[src/rtl/core/dmsa_pkg.sv]
// Shared types, codes and constants of the dense matrix scatter-add block.
package dmsa_pkg;

    typedef enum logic [1:0] {
        CMD_ADD_MATRIX = 2'd0,
        CMD_ADD_VECTOR = 2'd1,
        CMD_READ       = 2'd2,
        CMD_CLEAR      = 2'd3
    } cmd_t;

    typedef enum logic [2:0] {
        OP_ADD_MATRIX,
        OP_ADD_VECTOR,
        OP_READ,
        OP_CLEAR,
        OP_REJECT
    } op_kind_t;

    typedef enum logic [2:0] {
        BK_SWEEP,
        BK_IDLE,
        BK_FETCH,
        BK_USE,
        BK_ADD
    } back_state_t;

    localparam int IDX_W = 6;
    localparam int VAL_W = 64;
    localparam int CFG_W = 7;
    localparam logic [CFG_W-1:0] DOF_RESET = 7'd64;
    localparam logic [10:0] EXP_MAX = 11'h7FF;
    localparam logic [VAL_W-1:0] CANON_NAN = 64'h7FF8_0000_0000_0000;

    typedef struct packed {
        logic [1:0]       cmd;
        logic [IDX_W-1:0] row_index;
        logic [IDX_W-1:0] col_index;
        logic [VAL_W-1:0] first_value;
        logic [VAL_W-1:0] second_value;
    } in_item_t;

    typedef struct packed {
        logic             status;
        logic [VAL_W-1:0] tangent_value;
        logic [VAL_W-1:0] mass_value;
        logic [VAL_W-1:0] residual_value;
        logic [VAL_W-1:0] product_value;
        logic             finite_ok;
    } out_item_t;

    typedef struct packed {
        op_kind_t         kind;
        logic [IDX_W-1:0] row;
        logic [IDX_W-1:0] col;
        logic [VAL_W-1:0] first_value;
        logic [VAL_W-1:0] second_value;
    } op_t;

    typedef struct packed {
        logic sweeping;
    } back_status_t;

    function automatic logic is_finite(input logic [VAL_W-1:0] v);
        return v[62:52] != EXP_MAX;
    endfunction

endpackage

[src/rtl/core/dmsa_front.sv]
// Front end: configuration register, input transactions and index checks.
module dmsa_front #(
    parameter int MAX_DOFS = 64
) (
    input  logic                       clk,
    input  logic                       rst_n,
    input  logic                       push,
    input  dmsa_pkg::in_item_t         item,
    output logic                       full,
    input  logic                       cfg_write,
    input  logic [dmsa_pkg::CFG_W-1:0] cfg_data,
    input  logic                       q_full,
    input  dmsa_pkg::back_status_t     bk_status,
    output logic                       q_push,
    output dmsa_pkg::op_t              q_data
);

    logic [dmsa_pkg::CFG_W-1:0] dof_reg;
    logic                       row_ok, col_ok;

    always_ff @(posedge clk or negedge rst_n)
    begin
        if (!rst_n)
        begin
            dof_reg <= dmsa_pkg::DOF_RESET;
        end
        else if (cfg_write)
        begin
            dof_reg <= cfg_data;
        end
    end

    assign full   = q_full || bk_status.sweeping;
    assign q_push = push && !full;
    assign row_ok = ({1'b0, item.row_index} < dof_reg) && (32'(item.row_index) < 32'(MAX_DOFS));
    assign col_ok = ({1'b0, item.col_index} < dof_reg) && (32'(item.col_index) < 32'(MAX_DOFS));

    always_comb
    begin
        q_data.row          = item.row_index;
        q_data.col          = item.col_index;
        q_data.first_value  = item.first_value;
        q_data.second_value = item.second_value;
        case (item.cmd)
            dmsa_pkg::CMD_ADD_MATRIX:
            begin
                q_data.kind = (row_ok && col_ok) ? dmsa_pkg::OP_ADD_MATRIX : dmsa_pkg::OP_REJECT;
            end
            dmsa_pkg::CMD_ADD_VECTOR:
            begin
                q_data.kind = row_ok ? dmsa_pkg::OP_ADD_VECTOR : dmsa_pkg::OP_REJECT;
            end
            dmsa_pkg::CMD_READ:
            begin
                q_data.kind = (row_ok && col_ok) ? dmsa_pkg::OP_READ : dmsa_pkg::OP_REJECT;
            end
            default:
            begin
                q_data.kind = dmsa_pkg::OP_CLEAR;
            end
        endcase
    end

endmodule

[config.mk]
export PLATFORM = sky130hd
export DESIGN_NAME = dmsa_front
export DESIGN_NICKNAME = d
export VERILOG_FILES = /design/src/rtl/core/dmsa_pkg.sv /design/src/rtl/core/dmsa_front.sv
export SDC_FILE = /design/constraint.sdc
export NUM_CORES = 1
export LEC_CHECK = 0
export BUFFER_PORTS_ARGS = -buffer_cell sky130_fd_sc_hd__buf_2
export CORE_AREA = 2 2 118 120
export DETAILED_ROUTE_END_ITERATION = 6
export DIE_AREA = 0 0 120 122
export PLACE_DENSITY = 0.49
export REMOVE_ABC_BUFFERS = 1
export SLEW_MARGIN = 20
export SYNTH_ARGS = -nofsm -noshare
export SYNTH_HDL_FRONTEND = slang
export SYNTH_SLANG_ARGS = --single-unit
[constraint.sdc]
create_clock -name clk -period 2.6 [get_ports clk]
set_input_delay 0.52 -clock clk [delete_from_list [all_inputs] [get_ports clk]]
set_output_delay 0.52 -clock clk [all_outputs]
set_load 0.01 [all_outputs]
==> results by group <==
Floorplan
  • Die height: between 100 and 150 um
  • Row count: 43
  • Chip width: around 120 um
  • Full die area: 14600 um^2
  • Core Region: between 10000 and 15000 um^2
  • # IOs: 300
  • Initial Utilization: roughly an eighth

Worst setup path
  • Crit path required time: around 2.1 ns
  • Crit-path max FO: 3
  • CP Capture Type: primary output
  • Worst Setup Start Kind: flip-flop
  • Setup CP Type: flip-flop to primary output
  • CP arrival: 1.98 ns

Placed design
  • Port bufs: 43
  • DP Wirelength: between 20000 and 25000 um
  • Placer Congestion: 1.18

Routing
  • Post-route ant nets: 0
  • Number of remaining DRC errors: 0
  • Vias per cell: approximately 3.6
  • Initial DRC count: 98
  • Via count: 1023
  • DRT Pass-1 Iters: 4
  • Detailed Route WL: 21700 um
  • Wire per inst: about 75 um

GRT
  • GR Overflow Total: 0
  • Largest net degree at the start of global routing: 13
  • Initial antenna violation count: 3
  • Number of global-route vias before repair: 906
  • First-pass GRT wire length: about 24000 um
  • Gr usage total: 28.8%

Clock tree
  • CTS buffer count: 3
  • CTS tree: done
  • Clock slew at reported path FFs: 0.04 ns
  • Clk buf depth: 2
  • Clk Latency, worst-skew pair: roughly 0.23 ns
  • CTS sink count: 7
  • Hold_buf cts: 0
  • H-tree depth: 1
  • Root buffer cell: clkbuf_16

STA
  • Tmin final: 2.50 ns
  • Slew Limit Fails: 0
  • Endpoints failing hold: 0
  • RSZ-0062 raised after global routing: false
  • Slew HR: a little under 90%
  • Setup TNS: 0 ns
  • Measured slew at the worst slew-check pin: 0.201 ns
  • Final Cycle Share: between 90% and 100%
  • Final setup fails: 0
  • Max Freq: about 400 MHz
  • Setup Skew: 0 ns

Layout
  • Layout Area Growth over Synthesis: -31.2%
  • Fin util: 8.06%
  • Share of cells above drive strength 1: around 52%
  • Number of flip-flops in the largest register: 7
  • # nets final: approximately 270

Synth
  • Synthesized area per cell: roughly 8 um^2
  • Yosys cell types: 21
  • Synthesized area: about 1600 um^2
  • Mapped Cells: 200
  • Flops & latches, synth: 7
  • Post-synthesis sequential area ratio: between 10% and 20%
  • Ys Warns: 0

Outcome
  • Status: finished, final reports clean

Power and ir drop
  • Overall Power: between 0.0005 and 0.0006 W
  • Lkg Pwr: 0.488 nW
  • Worst vdd ir: around 0.084 mV
  • Pwr Density: 483 nW/um^2

Worst hold path
  • Hold Crit Class: input pin to async pin

Flow run
  • # Max-Cap Violations: 0
-- per-layer routing --
| metal | GRT usage, % | wire length [um] | share of wire [%] |
|---|---|---|---|
| met5 | 3.13 | 92 | 0.42 |
| met4 | 11.5 | 970 | 4.5 |
| met3 | 44.9 | 6870 | 32 |
| met2 | 56.0 | 11900 | 55 |
| met1 | 6.37 | 1880 | 8.7 |
-- kinds of logic after synthesis --
family / synth area share [%]
buffers and inverters: 68.1
AND/OR/NAND/NOR: 6.25
AO/OA/AOI/OAI: 5.14
adder cells (fa/ha/maj): 7.91
flip-flops: 11.2
multiplexers: 1.42
-- where the power goes --
part	internal, W	switching [W]	leakage, nW	total (W)
sequential	0.000121	0.00000490	0.0829	0.000126
clock	0.000204	0.0000610	0.0382	0.000265
combinational	0.0000647	0.0000703	0.367	0.000135
total	0.000390	0.000136	0.488	0.000526
-- synth_stat cells --
cell type | instances | area (um^2)
a21o_1 | 2 | 15.0
a21oi_1 | 2 | 10.0
a21oi_2 | 1 | 8.76
a31oi_1 | 1 | 6.26
and2_1 | 1 | 6.26
buf_4 | 140 | 1050
clkbuf_1 | 1 | 3.75
dfrtp_1 | 6 | 150
dfstp_2 | 1 | 26.3
ha_1 | 10 | 125
inv_1 | 6 | 22.5
mux2_2 | 2 | 22.5
nand2_1 | 8 | 30.0
nand2b_1 | 3 | 18.8
nand3_1 | 4 | 20.0
nor2_1 | 3 | 11.3
nor2b_1 | 1 | 6.26
o21ai_0 | 5 | 25.0
o21ai_1 | 1 | 5.00
o41a_1 | 1 | 11.3
or2_2 | 1 | 6.26
-- per-stage QoR --
step	cells	cell area [um^2]	hold slack (ns)	setup slack, ns
finish	288	1090	0.113	0.103
global route	287	1090	0.124	0.00614
CTS	286	1050	0.119	0.0957
detailed placement	282	967	0.361	0.100
global placement	282	967	0.354	0.112
floorplan	59	527	0.224	0.396
-- cell usage in the layout (no fill, tap or decap) --
cell / count
buf_2: 43
nand3_1: 4
inv_1: 5
nand2_1: 8
o21ai_0: 5
ha_1: 8
or2_2: 1
o21ai_1: 1
a31oi_1: 1
ha_4: 2
a21oi_1: 2
clkbuf_1: 1
a21oi_2: 1
nor2_1: 3
nand2b_4: 1
diode_2: 1
inv_2: 1
buf_4: 1
clkbuf_16: 3
o41a_1: 1
and2_1: 1
dfrtp_1: 6
dfstp_2: 1
nor2b_1: 1
mux2_2: 2
nand2b_1: 2
a21o_1: 2
-- critical path, cell delays in order, from the launching register on --
cell,delay [ns]
dfrtp_1,0.35
inv_1,0.12
ha_4,0.22
a21o_1,0.16
a21oi_2,0.12
o21ai_1,0.09
o41a_1,0.41
nand2b_4,0.15
buf_2,0.13
-- path summary, 6_finish.rpt --
path / startpoint / to / slack, ns / depth (start not counted)
setup / recovery: dof_reg[4] / q_data[142] / 0.10 / 8
hold / removal: rst_n / dof_reg[3] / 0.11 / 1
setup reg to reg: dof_reg[0] / dof_reg[0] / 1.82 / 1
hold reg to reg: dof_reg[0] / dof_reg[0] / 0.57 / 1
max in group asynchronous: rst_n / dof_reg[6] / 2.26 / 1
min in group clk: cfg_data[2] / dof_reg[2] / 0.51 / 3
-- layout make-up --
type                    instances  area, um^2
clock buffers                   4        78.8
flip-flops and latches          7         176
repair buffers                 44         223
multi-input cells              46         360
fillers                      1566       12400
diodes                          1        2.50
inverters                       6        22.5
well taps                     180         225
-- repair_timing --
action / 4_1_cts / 5_1_grt
setup endpoints to repair: 0 / 2
gates resized for setup: 0 / 4
buffers inserted: 0 / 1
No activity file was read; power rests on OpenSTA's default activity.
