**src/rtl/core/dmsa_fifo.sv**
```systemverilog
// Small first-in first-out queue built from registers.
module dmsa_fifo #(
    parameter int WIDTH = 8,
    parameter int DEPTH = 2
) (
    input  logic             clk,
    input  logic             rst_n,
    input  logic             push,
    input  logic [WIDTH-1:0] wdata,
    input  logic             pop,
    output logic [WIDTH-1:0] rdata,
    output logic             full,
    output logic             empty
);

    localparam int PW = $clog2(DEPTH);
    localparam int CW = $clog2(DEPTH + 1);

    logic [WIDTH-1:0] mem_reg [DEPTH];
    logic [PW-1:0]    wptr_reg, wptr_next;
    logic [PW-1:0]    rptr_reg, rptr_next;
    logic [CW-1:0]    count_reg, count_next;
    logic             do_push, do_pop;

    assign full    = count_reg == CW'(DEPTH);
    assign empty   = count_reg == '0;
    assign do_push = push && !full;
    assign do_pop  = pop && !empty;
    assign rdata   = mem_reg[rptr_reg];

    always_comb
    begin
        wptr_next  = wptr_reg;
        rptr_next  = rptr_reg;
        count_next = count_reg;
        if (do_push)
        begin
            wptr_next = (wptr_reg == PW'(DEPTH - 1)) ? '0 : wptr_reg + 1'b1;
        end
        if (do_pop)
        begin
            rptr_next = (rptr_reg == PW'(DEPTH - 1)) ? '0 : rptr_reg + 1'b1;
        end
        if (do_push && !do_pop)
        begin
            count_next = count_reg + 1'b1;
        end
        else if (do_pop && !do_push)
        begin
            count_next = count_reg - 1'b1;
        end
    end

    always_ff @(posedge clk or negedge rst_n)
    begin
        if (!rst_n)
        begin
            wptr_reg  <= '0;
            rptr_reg  <= '0;
            count_reg <= '0;
        end
        else
        begin
            wptr_reg  <= wptr_next;
            rptr_reg  <= rptr_next;
            count_reg <= count_next;
        end
    end

    always_ff @(posedge clk)
    begin
        if (do_push)
        begin
            mem_reg[wptr_reg] <= wdata;
        end
    end

endmodule

```
**config.mk**
```make
export PLATFORM = sky130hd
export DESIGN_NAME = dmsa_fifo
export DESIGN_NICKNAME = d
export VERILOG_FILES = /design/src/rtl/core/dmsa_fifo.sv
export SDC_FILE = /design/constraint.sdc
export NUM_CORES = 1
export LEC_CHECK = 0
export ABC_CLOCK_PERIOD_IN_PS = 4300
export BUFFER_PORTS_ARGS = -buffer_cell sky130_fd_sc_hd__buf_2
export CAP_MARGIN = 20
export CELL_PAD_IN_SITES_DETAIL_PLACEMENT = 2
export CELL_PAD_IN_SITES_GLOBAL_PLACEMENT = 2
export CORE_UTILIZATION = 30
export CTS_CLUSTER_DIAMETER = 200
export CTS_CLUSTER_SIZE = 12
export DETAILED_ROUTE_END_ITERATION = 8
export PLACE_DENSITY_LB_ADDON = 0.1
export SKIP_LAST_GASP = 1
export SLEW_MARGIN = 20
export SYNTH_ARGS = -nofsm -noshare
export SYNTH_HDL_FRONTEND = slang
export SYNTH_SLANG_ARGS = --single-unit
```
**constraint.sdc**
```tcl
create_clock -name clk -period 4.3 [get_ports clk]
set_clock_uncertainty 0.1 [all_clocks]
set_input_delay 0.215 -clock clk [delete_from_list [all_inputs] [get_ports clk]]
set_output_delay 0.215 -clock clk [all_outputs]
set_load 0.1 [all_outputs]
```
==> results.ini, run 1 <==
[status]
outcome=finished, final reports clean

[global_route]
grt_max_degree=12
grt_pass1_wl_mm=2.166
gr-total-overflow=0
grtUsageTotal=0.1165
antenna_found_initial=0
grt_pass1_vias=467

[detailed_routing]
drc=0
wl_mm=1.437
top_layer=met4
drt-met1-wl_um=626
drt-initial-drc-count=7
ant_nets=0
vias_per_cell=4.327
wl_met2_um=731
drtPass1Iterations=2
vias=463
routedWlPerCell_um=13.43
met3_length_um=62

[logic_synthesis]
yosys.area.top_type_share=0.6144
synthArstFlopShare=0.2000
synth_flop_cell=edfxtp_1
ys_warn_count=0
yosysMostFrequentCell=edfxtp_1
synth_fp_nets=57
synth_largest_area_cell=edfxtp_1
netlist_top_cells_count=16 x edfxtp_1, 6 x mux2_1, 4 x dfrtp_1, 3 x nor2_1
syn_area_sq_um=782.0
syn_avg_cell_area_sq_um=17.77
synthDistinctLibCells=15
ys_top_cells_by_area=edfxtp_1 61%, dfrtp_1 13%, mux2_1 8.6%
seq_area_frac_synth=0.7424
synthCells=44
synth-edff-count=16
synth.ff_latch_count=20

[critical_path]
r2r_start=count_reg[0]
worstPathRequired_ns=3.98
r2r_cells=3
path_max_fanout=9
r2r_end=mem_reg[0][2]
r2r_slack_ns=2.58
critPathLaunchType=flop
crit_type=reg -> out
cp-end-kind=output pin
critPathArrivalTime_ns=1.58

[timing]
min_period_over_period=0.4410
period_needed_ns=1.896
tns_ns=0
setup_viol=0
worstMarginPinSlew_ns=0.6528
slew_violations=0
slew_headroom=0.5632
rsz0062_at_grt=no
max_freq_mhz=527.3
hold_viol_final=0

[min_path]
min_path_type=in -> reg
holdPathEnd=wptr_reg
min_from=push
min_path_cells=3

[clocking]
post-cts-setup-buffers=0
clockBufferDepth=2
post_cts_resized=0
htree_levels=1
clock_latency_ns=0.29
cts_buffers=3
cts_root_buf=clkbuf_4
cts_tree=yes
clkSinkCount=20
clkSlewWorstSetupHoldPaths_ns=0.10

[final_layout]
drive_gt1_frac=0.3636
largest_reg_flops=16
diodes=0
multiInputGateArea_sq_um=188.9
fillers=264
syn_to_final_growth_pct=32.48
seqCellArea_sq_um=580.6
final_nets=91

[floorplanning]
die_area_sq_um=2815
die-height_um=53.06
start_util=0.3157
rows=18
io_pins=22
core_sq_um=2477
die_w_um=53.06

[placement]
gp_congestion=0.6294
port-buffer-count=21
dp_hpwl_mm=1.055

[job]
maxCapViolations=0

-- worst max-delay path by stage --
stage	cells after the start	slack [ns]	startpoint	endpoint
3_3_place_gp	3	2.65	count_reg[0]	mem_reg[0][7]
6_report	2	2.40	rptr_reg	rdata[2]
2_1_floorplan	1	2.31	count_reg[0]	empty
5_1_grt	2	2.30	rptr_reg	rdata[2]
4_1_cts	2	2.34	rptr_reg	rdata[2]
3_5_place_dp	3	2.54	count_reg[0]	mem_reg[0][3]
-- critical path, stage by stage (launching register included) --
cell and delay [ns]:
dfrtp_1 0.61, mux2_2 0.39, buf_2 0.29
-- cell families (layout without fill, tap and decap cells) --
family                   Yosys count  after routing  synth area share
AND/OR/NAND/NOR                    6              6           0.03841
adder cells (fa/ha/maj)            1              1           0.01600
AO/OA/AOI/OAI                      1              1          0.006394
XOR/XNOR                           5              5           0.06561
flip-flops                        20             20            0.7424
buffers and inverters              3             36           0.01600
multiplexers                       8              8            0.1152
-- through the flow --
| step | instances | hold slack (ns) | instance area, sq um | worst slack (ns) | util |
|---|---|---|---|---|---|
| CTS | 104 | 0.004799 | 1006 | 2.344 | 0.4061 |
| detailed placement | 94 | -0.06845 | 919.6 | 2.540 | 0.3712 |
| global placement | 94 | -0.06946 | 919.6 | 2.653 | 0.3712 |
| floorplan | 44 | -0.1806 | 782.0 | 2.312 | - |
| global route | 107 | 0.09706 | 1036 | 2.302 | 0.4182 |
| finish | 107 | 0.1140 | 1036 | 2.404 | 0.4182 |
-- layout make-up --
class,count,area share
clock buffers,4,0.02536
inverters,2,0.007246
flip-flops and latches,20,0.5604
multi-input cells,21,0.1824
repair buffers,30,0.1884
well taps,30,0.03623
-- layer usage --
metal | vias to the layer above | global-route usage
met4 | 0 | 0.06579
met5 | - | 0
li1 | 222 | -
met3 | 2 | 0.02586
met1 | 225 | 0.1369
met2 | 14 | 0.1941
-- repair_timing --
item,4_1_cts,5_1_grt
hold buffers,6,3
hold endpoints to repair,14,6
setup endpoints to repair,0,0
-- layout by cell type (no fill, tap or decap), drive strengths merged --
cell type    instances
and3                 1
buf                 21
clkbuf               4
dfrtp                4
dlygate4sd3          9
edfxtp              16
ha                   1
inv                  2
mux2                 8
nand2                1
nand2b               1
nor2                 3
o21ai                1
xnor2                3
xor2                 2
Power of run 1 is not shown: default switching activity piles up to over one toggle a cycle in this logic, so the estimate is an artifact.
==> run 2: changes to the inputs <==
ABC_CLOCK_PERIOD_IN_PS = 1700   (was 4300)
clock period = 1.7 ns   (was 4.3 ns; I/O delays follow)
==> run 2 against run 1 <==
- cell count rose by 2.8%
- die area did not move
- sequential cell count did not move
- wire length fell by 2.6%
- first-iteration DRC count fell by 71%
- sequential share of layout area fell by 1.7 points
- via count rose by 5.0%
- worst hold slack got worse by 0.089 ns
- critical endpoint is now rdata[7]
==> results.ini, run 2 (synthesis results as in run 1) <==
[status]
outcome=finished, final reports clean  ; unchanged

[detailed_routing]
vias=486  ; was 463
ant_nets=0  ; unchanged
drt-initial-drc-count=2  ; was 7
routedWlPerCell_um=12.72  ; was 13.43 um
vias_per_cell=4.418  ; was 4.327
drc=0  ; unchanged
drtPass1Iterations=3  ; was 2
wl_mm=1.399  ; was 1.437 mm

[clocking]
cts_root_buf=clkbuf_4  ; unchanged
clock_latency_ns=0.28  ; was 0.29 ns
htree_levels=1  ; unchanged
clkSlewWorstSetupHoldPaths_ns=0.10  ; about the same
cts_buffers=3  ; unchanged
clkSinkCount=20  ; unchanged
clockBufferDepth=2  ; unchanged
cts_tree=yes  ; unchanged

[final_layout]
drive_gt1_frac=0.4375  ; was 0.3636
largest_reg_flops=16  ; unchanged
instances_no_fill=110  ; was 107
mostFrequentLayoutCell=buf_2  ; unchanged
final_nets=95  ; was 91
syn_to_final_growth_pct=37.12  ; was 32.48%
diodes=0  ; unchanged
fillers=265  ; was 264
seqCellArea_sq_um=583.1  ; was 580.6 sq um
multiInputGateArea_sq_um=193.9  ; was 188.9 sq um
layout_common_cells=21 x buf_2, 16 x edfxtp_1, 10 x dlygate4sd3_1  ; was 21 x buf_2, 16 x edfxtp_1, 9 x dlygate4sd3_1

[placement]
place_ws_ns=0.09506  ; was 2.540 ns
dp_hpwl_mm=1.010  ; was 1.055 mm
port-buffer-count=21  ; unchanged
gp_congestion=0.6491  ; was 0.6294
post-place-cells=96  ; was 94

[global_route]
antenna_found_initial=0  ; unchanged
grt_max_degree=11  ; was 12
grt_pass1_wl_mm=2.256  ; was 2.166 mm
gr-total-overflow=0  ; unchanged
grtUsageTotal=0.1194  ; was 0.1165
grt_pass1_vias=493  ; was 467

[critical_path]
cp_num_buf_inv=1  ; unchanged
crit_type=reg -> out  ; unchanged
path_delay_family=flip-flops  ; unchanged
worstPathCellList=mux2_2, buf_2  ; unchanged
r2r_start=count_reg[0]  ; unchanged
crit_path_top_delay_cell=dfrtp_2  ; was dfrtp_1
critPathLaunchType=flop  ; unchanged
cp-end-kind=output pin  ; unchanged
max_stage_delay_ns=0.50  ; was 0.61 ns
worstPathRequired_ns=1.51  ; was 3.98 ns
path_max_fanout=9  ; unchanged
critPathArrivalTime_ns=1.45  ; was 1.58 ns
critPathLaunch=rptr_reg  ; unchanged

[job]
maxCapViolations=0  ; unchanged

[timing]
max_freq_mhz=612.6
tns_ns=0  ; unchanged
setup_ws_ns=0.06758  ; was 2.404 ns
period_needed_ns=1.632
setup_viol=0  ; unchanged
rsz0062_at_grt=no  ; unchanged
slew_violations=0  ; unchanged
slew_headroom=0.6703  ; was 0.5632
min_period_over_period=0.9602
hold_viol_final=0  ; unchanged
worstMarginPinSlew_ns=0.4979  ; was 0.6528 ns

[floorplanning]
die_w_um=53.06  ; unchanged
die-height_um=53.06  ; unchanged
io_pins=22  ; unchanged
start_util=0.3157  ; unchanged
core_sq_um=2477  ; unchanged
rows=18  ; unchanged
die_area_sq_um=2815  ; unchanged

[min_path]
min_path_type=in -> async  ; was in -> reg

==> run 2: cell types whose count changed in the layout (fill, tap and decap cells not counted), sizes merged <==
cell,delta
buf,+3
clkbuf,-1
dlygate4sd3,+1
==> run 2: path summary, 6_finish.rpt <==
check,depth (start not counted),slack (ns),end
max,2,0.07,rdata[7]
min,2,0.02,count_reg[0]
max reg2reg,6,0.13,count_reg[1]
min reg2reg,1,0.41,count_reg[0]
max in group asynchronous,2,1.34,rptr_reg
min in group clk,3,0.03,rptr_reg
==> run 2: area by class of cell <==
class | count | share of cell area
clock buffer | 3 | 0.02100
inverter | 2 | 0.007001
multi-input combinational | 21 | 0.1809
sequential | 20 | 0.5438
tap | 30 | 0.03501
timing repair buffer | 34 | 0.2124
==> run 2: per-layer routing <==
metal	vias up	part of all wire	track usage
met5	-	0	0
met1	242	0.41	0.1348
met2	12	0.55	0.2131
met4	0	0	0.05263
li1	232	-	-
met3	0	0.041	0.02586
==> run 2: per-stage QoR <==
stage | area [sq um] | hold WS (ns) | utilization
floorplan | 784.5 | -0.3106 | -
global placement | 937.1 | -0.1986 | 0.3783
detailed placement | 937.1 | -0.1905 | 0.3783
CTS | 1061 | 0.01903 | 0.4283
global route | 1072 | 0.01517 | 0.4328
finish | 1072 | 0.02458 | 0.4328
==> run 2: what timing repair did <==
item,4_1_cts,5_1_grt
hold buffers,10,0
buffers inserted,0,1
endpoints found under the hold margin,21,0
endpoints found under the setup margin,8,2
gates resized for setup,1,2
Power of run 2 is left out for the same reason.
==> run 3: changes to the inputs <==
PLACE_DENSITY = 0.8   (was not set)
PLACE_DENSITY_LB_ADDON = not set   (was 0.1)
==> run 3 against run 2 <==
- setup slack got worse by 0.021 ns
- non-clock buffer count up 2
- register-to-register slack gained 0.02 ns
- sequential share of layout area is 0.81 points lower
- fmax is 1.3% lower
- worst hold slack worse by 0.011 ns
- final area up 1.5%
- critical path depth stayed put
- die area did not move
==> results.ini, run 3 (synthesis results as in run 1) <==
[status]
outcome=finished, final reports clean  ; unchanged

[floorplanning]
io_pins=22  ; unchanged
start_util=0.3157  ; unchanged
rows=18  ; unchanged
die_w_um=53.06  ; unchanged
core_sq_um=2477  ; unchanged
die-height_um=53.06  ; unchanged
die_area_sq_um=2815  ; unchanged

[final_layout]
layout_common_cells=21 x buf_2, 16 x edfxtp_1, 10 x dlygate4sd3_1  ; unchanged
fillers=262  ; was 265
diodes=0  ; unchanged
final_nets=97  ; was 95
mostFrequentLayoutCell=buf_2  ; unchanged
syn_to_final_growth_pct=39.20  ; was 37.12%
largest_reg_flops=16  ; unchanged
drive_gt1_frac=0.4337  ; was 0.4375

[detailed_routing]
drt-initial-drc-count=5  ; was 2
vias_per_cell=4.230  ; was 4.418
routedWlPerCell_um=13.56  ; was 12.72 um
drtPass1Iterations=2  ; was 3
vias=478  ; was 486
ant_nets=0  ; unchanged
drc=0  ; unchanged
wl_mm=1.532  ; was 1.399 mm

[timing]
hold_viol_final=0  ; unchanged
slew_violations=0  ; unchanged
hold_ws_ns=0.01369  ; was 0.02458 ns
setup_ws_ns=0.04679  ; was 0.06758 ns
min_period_over_period=0.9725  ; was 0.9602
worstMarginPinSlew_ns=0.4901  ; was 0.4979 ns
slew_headroom=0.6755  ; was 0.6703
period_needed_ns=1.653  ; was 1.632 ns
setup_viol=0  ; unchanged
max_freq_mhz=604.9  ; was 612.6 MHz

[clocking]
cts_root_buf=clkbuf_4  ; unchanged
cts_tree=yes  ; unchanged
clock_latency_ns=0.28  ; about the same
clockBufferDepth=2  ; unchanged
clkSinkCount=20  ; unchanged
cts_buffers=3  ; unchanged
htree_levels=1  ; unchanged
clkSlewWorstSetupHoldPaths_ns=0.11  ; was 0.10 ns

[critical_path]
r2r_cells=7  ; was 6
r2r_end=count_reg[1]  ; unchanged
r2r_slack_ns=0.15  ; was 0.13 ns
cp-end-kind=output pin  ; unchanged
crit_type=reg -> out  ; unchanged
path_max_fanout=9  ; unchanged
worstPathRequired_ns=1.51  ; about the same
r2r_start=count_reg[0]  ; unchanged
critPathArrivalTime_ns=1.47  ; was 1.45 ns
critPathLaunchType=flop  ; unchanged

[global_route]
grt_max_degree=12  ; was 11
antenna_found_initial=0  ; unchanged
grt_pass1_vias=505  ; was 493
gr-total-overflow=0  ; unchanged
grt_pass1_wl_mm=2.373  ; was 2.256 mm
grtUsageTotal=0.1225  ; was 0.1194

[min_path]
min_path_type=in -> async  ; unchanged

[job]
maxCapViolations=0  ; unchanged

[placement]
dp_hpwl_mm=1.062  ; was 1.010 mm
place_ws_ns=0.1023  ; was 0.09506 ns
port-buffer-count=21  ; unchanged
gp_congestion=0.6454  ; was 0.6491

## run 3: changes by cell type in the layout (fill, tap and decap cells not counted)
cell,previous run,this run
buf_4,3,5
clkbuf_1,0,1
nor2_1,1,2
nor2_2,2,1
## run 3: timing repair
item	4_1_cts	5_1_grt
hold buffers	10	0
buffers inserted	0	4
pin swaps	0	1
endpoints found under the setup margin	8	2
gates resized for setup	1	1
endpoints found under the hold margin	20	0
## run 3: worst max-delay path by stage
stage	start	endpoint	slack (ns)
6_report	rptr_reg	rdata[7]	0.05
5_1_grt	rptr_reg	rdata[7]	-0.008
4_1_cts	rptr_reg	rdata[2]	0.03
3_5_place_dp	count_reg[0]	count_reg[1]	0.10
3_3_place_gp	count_reg[0]	count_reg[1]	0.16
2_1_floorplan	count_reg[0]	mem_reg[0][0]	0.19
## run 3: worst max-delay path, cell delays in order, from the launching register on
cell,delay (ns)
dfrtp_2,0.51
mux2_2,0.25
buf_2,0.41
## run 3: metrics by stage
step | instance area, sq um | util | setup TNS (ns) | cells
floorplan | 784.5 | - | 0 | 44
global placement | 929.6 | 0.3753 | 0 | 95
detailed placement | 929.6 | 0.3753 | 0 | 95
CTS | 1057 | 0.4268 | 0 | 109
global route | 1089 | 0.4394 | -0.01530 | 113
finish | 1089 | 0.4394 | 0 | 113
## run 3: final cells by class
| class | count | area (sq um) | area share |
|---|---|---|---|
| multi-input combinational | 21 | 191.4 | 0.1759 |
| tap | 30 | 37.54 | 0.03448 |
| inverter | 2 | 7.507 | 0.006897 |
| sequential | 20 | 583.1 | 0.5356 |
| clock buffer | 4 | 26.28 | 0.02414 |
| timing repair buffer | 36 | 242.7 | 0.2230 |
## run 3: routing by layer
metal	up-vias	global-route usage	wire length, um
li1	234	-	-
met1	230	0.1421	709
met2	14	0.2215	758
met3	0	0.02586	63
met4	0	0.03947	0
met5	-	0	0
Power of run 3 is left out for the same reason.
